**src/rtl/core/chf_pkg.sv**
```systemverilog
// types and constants shared by the compass heading pipeline
package chf_pkg;

	// fixed point: field samples carry 8 fraction bits, angles 16 (degrees)
	localparam int FRAC_BITS  = 16;
	localparam int IN_W       = 16;
	localparam int IN_SHIFT   = 8;
	localparam int VEC_W      = 27;
	localparam int ANG_W      = 26;
	localparam int HEAD_W     = 29;
	localparam int WRAP_W     = 31;
	localparam int DECL_W     = 12;
	localparam int OUT_W      = 12;
	localparam int ATAN_N     = 24;
	localparam int ATAN_W     = 22;

	localparam logic signed [ANG_W-1:0] QUARTER_TURN = ANG_W'(90 * (1 << FRAC_BITS));
	localparam logic signed [WRAP_W-1:0] FULL_TURN   = WRAP_W'(3600 * (1 << FRAC_BITS));

	// atan(2^-i) in degrees, 16 fraction bits, rounded to nearest
	localparam logic [ATAN_W-1:0] ATAN_TABLE [ATAN_N] = '{
		22'd2949120, 22'd1740967, 22'd919879, 22'd466945,
		22'd234379,  22'd117304,  22'd58666,  22'd29335,
		22'd14668,   22'd7334,    22'd3667,   22'd1833,
		22'd917,     22'd458,     22'd229,    22'd115,
		22'd57,      22'd29,      22'd14,     22'd7,
		22'd4,       22'd2,       22'd1,      22'd0
	};

	// vector under rotation with its accumulated angle
	typedef struct packed {
		logic signed [VEC_W-1:0] x;
		logic signed [VEC_W-1:0] y;
		logic signed [ANG_W-1:0] z;
		logic                    is_zero;
	} vec_t;

endpackage

```
**src/rtl/core/chf_cordic_stage.sv**
```systemverilog
// one registered vectoring step of the arctangent pipeline
module chf_cordic_stage
	import chf_pkg::*;
#(
	parameter int STAGE_IDX = 0
) (
	input  logic clk,
	input  logic arst_n,
	input  logic in_valid,
	output logic in_ready,
	input  vec_t in_vec,
	output logic out_valid,
	input  logic out_ready,
	output vec_t out_vec
);

	localparam logic signed [ANG_W-1:0] ATAN_STEP = ANG_W'(ATAN_TABLE[STAGE_IDX]);

	logic valid_s1;
	vec_t vec_s1;
	vec_t vec_next;
	logic signed [VEC_W-1:0] xs;
	logic signed [VEC_W-1:0] ys;

	assign in_ready = !valid_s1 || out_ready;

	always_comb begin
		xs = in_vec.x >>> STAGE_IDX;
		ys = in_vec.y >>> STAGE_IDX;
		vec_next = in_vec;
		if (in_vec.y > 0) begin
			vec_next.x = in_vec.x + ys;
			vec_next.y = in_vec.y - xs;
			vec_next.z = in_vec.z + ATAN_STEP;
		end else begin
			vec_next.x = in_vec.x - ys;
			vec_next.y = in_vec.y + xs;
			vec_next.z = in_vec.z - ATAN_STEP;
		end
	end

	always_ff @(posedge clk or negedge arst_n) begin
		if (!arst_n) begin
			valid_s1 <= 1'b0;
		end else if (in_ready) begin
			valid_s1 <= in_valid;
		end
	end

	always_ff @(posedge clk) begin
		if (in_ready && in_valid) begin
			vec_s1 <= vec_next;
		end
	end

	assign out_valid = valid_s1;
	assign out_vec   = vec_s1;

endmodule

```
**src/rtl/core/compass_heading_from_field_core.sv**
```systemverilog
// top level: magnetometer x/y sample to declination-corrected compass heading
//
// input channel: in_valid/in_ready transfer one sample (field_x, field_y,
// signed 16-bit). output channel: out_valid/out_ready transfer one
// heading_tenths (0 to 3599, tenths of a degree) per sample, in order.
// config channel: cfg_valid/cfg_ready transfer a signed 12-bit declination
// in tenths of a degree; cfg_ready is always high. write it only while the
// pipeline holds no sample.
//
// the pipeline has one stage for the quadrant fold, one per arctangent step,
// one for the declination subtract and one for the wrap into a full turn.
// one sample enters every cycle while the receiver does not stall.
//
// reset empties every stage and loads a declination of 2.1 degrees.
// when the receiver stalls, each stage holds its transfer; stages that hold
// a bubble still move up, so in_ready stays high until every stage is full.
// a zero vector gives a heading of zero before the declination is applied.
module compass_heading_from_field_core
	import chf_pkg::*;
#(
	parameter int ANGLE_ITERATIONS = 16
) (
	input  logic                     clk,
	input  logic                     arst_n,
	input  logic                     in_valid,
	output logic                     in_ready,
	input  logic signed [IN_W-1:0]   field_x,
	input  logic signed [IN_W-1:0]   field_y,
	output logic                     out_valid,
	input  logic                     out_ready,
	output logic        [OUT_W-1:0]  heading_tenths,
	input  logic                     cfg_valid,
	output logic                     cfg_ready,
	input  logic signed [DECL_W-1:0] cfg_data
);

	// the arctangent table stops at 24 entries
	localparam int ITER = (ANGLE_ITERATIONS > ATAN_N) ? ATAN_N : ANGLE_ITERATIONS;

	logic signed [DECL_W-1:0] decl_q;

	// declination register
	assign cfg_ready = 1'b1;

	always_ff @(posedge clk or negedge arst_n) begin
		if (!arst_n) begin
			decl_q <= DECL_W'(21);
		end else if (cfg_valid && cfg_ready) begin
			decl_q <= cfg_data;
		end
	end

	// stage 1: scale and fold the left half plane onto the right
	logic valid_s1;
	vec_t vec_s1;
	vec_t pre_vec;
	logic rdy1;
	logic signed [VEC_W-1:0] xin;
	logic signed [VEC_W-1:0] yin;

	always_comb begin
		xin = VEC_W'(field_x) <<< IN_SHIFT;
		yin = VEC_W'(field_y) <<< IN_SHIFT;
		pre_vec.x       = xin;
		pre_vec.y       = yin;
		pre_vec.z       = '0;
		pre_vec.is_zero = (field_x == '0) && (field_y == '0);
		if (xin < 0) begin
			if (yin >= 0) begin
				// rotate by -90 degrees
				pre_vec.x = yin;
				pre_vec.y = -xin;
				pre_vec.z = QUARTER_TURN;
			end else begin
				// rotate by +90 degrees
				pre_vec.x = -yin;
				pre_vec.y = xin;
				pre_vec.z = -QUARTER_TURN;
			end
		end
	end

	// arctangent steps
	logic valid_chain [ITER+1];
	logic ready_chain [ITER+1];
	vec_t vec_chain   [ITER+1];

	assign valid_chain[0] = valid_s1;
	assign vec_chain[0]   = vec_s1;

	assign rdy1     = !valid_s1 || ready_chain[0];
	assign in_ready = rdy1;

	always_ff @(posedge clk or negedge arst_n) begin
		if (!arst_n) begin
			valid_s1 <= 1'b0;
		end else if (rdy1) begin
			valid_s1 <= in_valid;
		end
	end

	always_ff @(posedge clk) begin
		if (rdy1 && in_valid) begin
			vec_s1 <= pre_vec;
		end
	end

	for (genvar k = 0; k < ITER; k++) begin : g_step
		chf_cordic_stage #(
			.STAGE_IDX (k)
		) u_step (
			.clk       (clk),
			.arst_n    (arst_n),
			.in_valid  (valid_chain[k]),
			.in_ready  (ready_chain[k]),
			.in_vec    (vec_chain[k]),
			.out_valid (valid_chain[k+1]),
			.out_ready (ready_chain[k+1]),
			.out_vec   (vec_chain[k+1])
		);
	end

	// stage 2: heading in tenths with 16 fraction bits, declination removed
	logic valid_s2;
	logic rdy2;
	logic signed [HEAD_W-1:0] head_s2;
	logic signed [HEAD_W-1:0] ang_ext;
	logic signed [HEAD_W-1:0] decl_ext;
	logic signed [HEAD_W-1:0] head_next;
	vec_t                     last_vec;

	assign last_vec = vec_chain[ITER];

	always_comb begin
		ang_ext   = last_vec.is_zero ? '0 : HEAD_W'(last_vec.z);
		decl_ext  = HEAD_W'(decl_q) <<< FRAC_BITS;
		// times ten as two shifted copies
		head_next = (ang_ext <<< 3) + (ang_ext <<< 1) - decl_ext;
	end

	assign ready_chain[ITER] = rdy2;

	// stage 3: wrap into one full turn
	logic valid_s3;
	logic rdy3;
	logic signed [WRAP_W-1:0] wrap_s3;
	logic signed [WRAP_W-1:0] h_wide;
	logic signed [WRAP_W-1:0] wrap_next;

	assign rdy3 = !valid_s3 || out_ready;
	assign rdy2 = !valid_s2 || rdy3;

	always_ff @(posedge clk or negedge arst_n) begin
		if (!arst_n) begin
			valid_s2 <= 1'b0;
		end else if (rdy2) begin
			valid_s2 <= valid_chain[ITER];
		end
	end

	always_ff @(posedge clk) begin
		if (rdy2 && valid_chain[ITER]) begin
			head_s2 <= head_next;
		end
	end

	// the heading stays within two turns either way, so one of four
	// candidates lands in the turn
	always_comb begin
		h_wide = WRAP_W'(head_s2);
		priority if (h_wide >= FULL_TURN) begin
			wrap_next = h_wide - FULL_TURN;
		end else if (h_wide >= 0) begin
			wrap_next = h_wide;
		end else if (h_wide + FULL_TURN >= 0) begin
			wrap_next = h_wide + FULL_TURN;
		end else begin
			wrap_next = h_wide + (FULL_TURN <<< 1);
		end
	end

	always_ff @(posedge clk or negedge arst_n) begin
		if (!arst_n) begin
			valid_s3 <= 1'b0;
		end else if (rdy3) begin
			valid_s3 <= valid_s2;
		end
	end

	always_ff @(posedge clk) begin
		if (rdy3 && valid_s2) begin
			wrap_s3 <= wrap_next;
		end
	end

	// drop the fraction bits: truncation of a non-negative value
	assign out_valid      = valid_s3;
	assign heading_tenths = wrap_s3[FRAC_BITS +: OUT_W];

endmodule

```
**config.mk**
```make
export PLATFORM = sky130hd
export DESIGN_NAME = compass_heading_from_field_core
export DESIGN_NICKNAME = d
export VERILOG_FILES = /design/src/rtl/core/chf_pkg.sv /design/src/rtl/core/chf_cordic_stage.sv /design/src/rtl/core/compass_heading_from_field_core.sv
export SDC_FILE = /design/constraint.sdc
export NUM_CORES = 2
export LEC_CHECK = 0
export BUFFER_PORTS_ARGS = -buffer_cell sky130_fd_sc_hd__buf_4
export CAP_MARGIN = 20
export CORE_MARGIN = 8
export CORE_UTILIZATION = 59
export DETAILED_ROUTE_END_ITERATION = 16
export GPL_TIMING_DRIVEN = 0
export HOLD_SLACK_MARGIN = 0.12
export PLACE_DENSITY = 0.87
export SLEW_MARGIN = 5
export SYNTH_ARGS = -nofsm -noshare
export SYNTH_HDL_FRONTEND = slang
export SYNTH_SLANG_ARGS = --single-unit
```
**constraint.sdc**
```tcl
create_clock -name clk -period 7.7 [get_ports clk]
set_input_delay 1.54 -clock clk [delete_from_list [all_inputs] [get_ports clk]]
set_output_delay 1.54 -clock clk [all_outputs]
set_load 0.01 [all_outputs]
```
==> results.md <==
* Outcome: completed
* Vias per cell at 6.14
* Vias in the first global route at 74564
* Clock buffer depth at 3
* Core Rows at 149
* Tot GR Track Use at 25.8%
* Wire per inst at 19.3 µm
* Initial antenna violation count at 0
* Fmax at 134 MHz
* Antenna-violating nets left at 0
* Filler cell count at 12672
* M1 WL at 103 mm
* Worst-path clk slew at 60 ps
* R2R cell count at 24
* Worst skew pair latency at 830 ps
* Register area share after synthesis at 37.6%
* Rel. slew slack at 20.1%
* Worst hold stages at 0
* Worst hold path type: reg -> reg
* Worst path max stage delay at 630 ps
* WL met2 at 116 mm
* Share of the synthesized area in the top cell type at 36.8%
* Leading area contributor after synthesis: edfxtp_1
* Synth cell types at 99
* Core area at 164000 µm²
* Top Ports at 64
* EDFF count, synth at 1188
* Mean Syn Cell Area at 9.80 µm²
* Routability cong. at 0.950
* Final setup violation count at 0
* Fin area at 106000 µm²
* Maximum Capacitance Violations at 0
* First-pass GRT wire length at 385 mm
* Hold Violations, Final at 0
* Post-CTS Repair Setup Buffers at 0
* Die area at 178000 µm²
* CTS H-tree lvls at 4
* # DRC at 0
* Count leader, synth: edfxtp_1
* Top Layer Used: met4
* Die height at 422 µm
* Slew @ Worst Pin at 1180 ps
* I/O Buffers at 61
* Final WL at 241 mm
* Clk_skew at 56.4 ps
* Area grow syn2layout at 9.08%
* Worst Path Arrival at 7970 ps
* Die W at 422 µm
* Final nets at 11363
* Initial DRC Count at 6445
* Starting Density at 59.1%
* WP depth at 24
* Final period utilization at 96.6%
* Largest fanout on the critical path at 25
* Critical Path Sink Type: flip-flop
* Routed vias at 76449
* Min cycle time layout at 7440 ps
* Final HPWL DP at 188 mm
* Main synth FF type: edfxtp_1
* TritonCTS Buffers at 142
* Worst endpoint required time at 8230 ps
* Grt ovf at 0
* Share of cells above drive strength 1 at 4.49%
* Clock root cell: clkbuf_16
* Syn Inst Count at 9900
* Slowest CP cell: or4_1
* Top cells by count, synth: edfxtp_1 (1188), ha_1 (1128), xnor2_1 (961)
* Delay-heaviest family, CP: compound AO/OA/AOI/OAI gates
* DR WL met3 at 13.8 mm
* Largest net degree at the start of global routing at 73
* Top post-synthesis cells by area: edfxtp_1 (37%), ha_1 (15%), xnor2_1 (8.7%)
* Warnings from Yosys at 0
* CTS tree: done
* CP Class: reg -> reg
* 1st-pass router iterations at 10
* Worst Setup Start Kind: flip-flop
* Final Max Slew Viols at 0
* CTS Sinks at 1219
* Mapped Area at 97100 µm²
* CP cell instances: or4_1, nor4_1, nor2b_1, nand4_1, nor2_1, a21oi_1, inv_2, clkbuf_4, nor2_1, xor2_1, ha_1, inv_1, fa_1, nor2b_1, o21ai_0, a21boi_0, o21ai_0, a211o_1, a21o_1, a311oi_1, a211o_1, a31o_2, a21oi_1, xnor2_1
* Async S/R FF share, synth at 2.54%
* RSZ-0062 raised after global routing: true
* FF+latch count, synth at 1219
* Placed cell area at 101000 µm²
* CP Buf/Inv Count at 3
* Util after Layout at 64.5%
repair_timing:
action	CTS	global route
hold buffers	0	0
pin swaps	0	1
endpoints found under the setup margin	2	5
gates resized for setup	2	9
routing by layer:
layer	vias to the layer above	GRT usage, %
li1	36972	-
met1	36451	33.3
met2	2474	44.6
met3	552	3.49
met4	0	8.88
met5	-	0
cell families after synthesis:
family                     count (synthesis)  share of synthesized area, %
other                                      2                       0.00774
DFF                                     1219                          37.6
and+or+nand+nor                         2640                          13.3
adders and majority gates               1174                          15.5
xor gates and xnor gates                1420                          12.8
buffers and inverters                    675                          2.63
AOI/OAI and AO/OA                       2728                          17.7
muxes                                     42                         0.458
registers in the layout, indices dropped and copies added (netlist names):
register / flops
valid_s1: 1
wrap_s3: 12
valid_s2: 1
vec_chain: 42
head_s2: 27
g_step.u_step.out_valid: 16
out_valid: 1
decl_q: 12
g_step.u_step.out_vec: 1107
metrics by stage:
stage | hold slack (ps) | TNS (ps) | setup WS (ps) | cells
floorplan | 400 | 0 | 923 | 9902
CTS | 415 | 0 | 86.7 | 12440
global placement | 401 | -102400 | -517 | 12152
detailed placement | 405 | -379 | -297 | 12180
global route | 430 | -95.0 | -95.0 | 12445
finish | 413 | 0 | 263 | 12447
area by class of cell:
type                    instances  area (µm²)  area share [%]
multi-input cells            8008       58200            55.0
flip-flops and latches       1219       36500            34.4
clock buffers                 171        3730            3.52
well taps                    2189        2740            2.59
inverters                     528        1980            1.87
clock inverters                89        1140            1.07
repair buffers                 94        1060            1.00
plain buffers                 147         583           0.551
diodes                          2        5.00         0.00473
placed cells by master, fill, tap and decap left out, types with 28 or more instances in the layout:
cell and n:
ha_1 1128, edfxtp_1 1188, or3_1 93, and3_1 80, o41ai_1 66, nor2_1 831, dfrtp_1 28, inv_1 516
nor2b_1 136, clkinv_1 30, o21bai_1 160, a21boi_0 33, or2_2 42, nand2b_1 154, nand3_1 179, a31oi_1 78
and2_1 33, buf_4 68, fa_1 46, xor2_1 459, or4_1 36, nor3_1 229, nand2_1 541, o21ai_0 541
clkbuf_1 139, xnor2_1 961, nor4_1 87, clkbuf_16 142, o31ai_1 94, o211ai_1 30, a21oi_1 909, nand4_1 72
a21o_1 354, a211oi_1 72, o21a_1 143
final timing paths:
| check | start | endpoint | slack, ps |
|---|---|---|---|
| worst max-delay path | g_step[3].u_step.out_vec[33] | g_step[4].u_step.out_vec[53] | 260 |
| worst min-delay path | g_step[4].u_step.out_vec[3] | g_step[5].u_step.out_vec[3] | 410 |
| worst max register to register | g_step[3].u_step.out_vec[33] | g_step[4].u_step.out_vec[53] | 260 |
| worst min register to register | g_step[4].u_step.out_vec[3] | g_step[5].u_step.out_vec[3] | 410 |
| max in group asynchronous | arst_n | decl_q[4] | 6610 |
| min in group asynchronous | arst_n | g_step[5].u_step.out_valid | 700 |
Power is not shown: default switching activity piles up to over one toggle a cycle in this logic, so the estimate is an artifact.
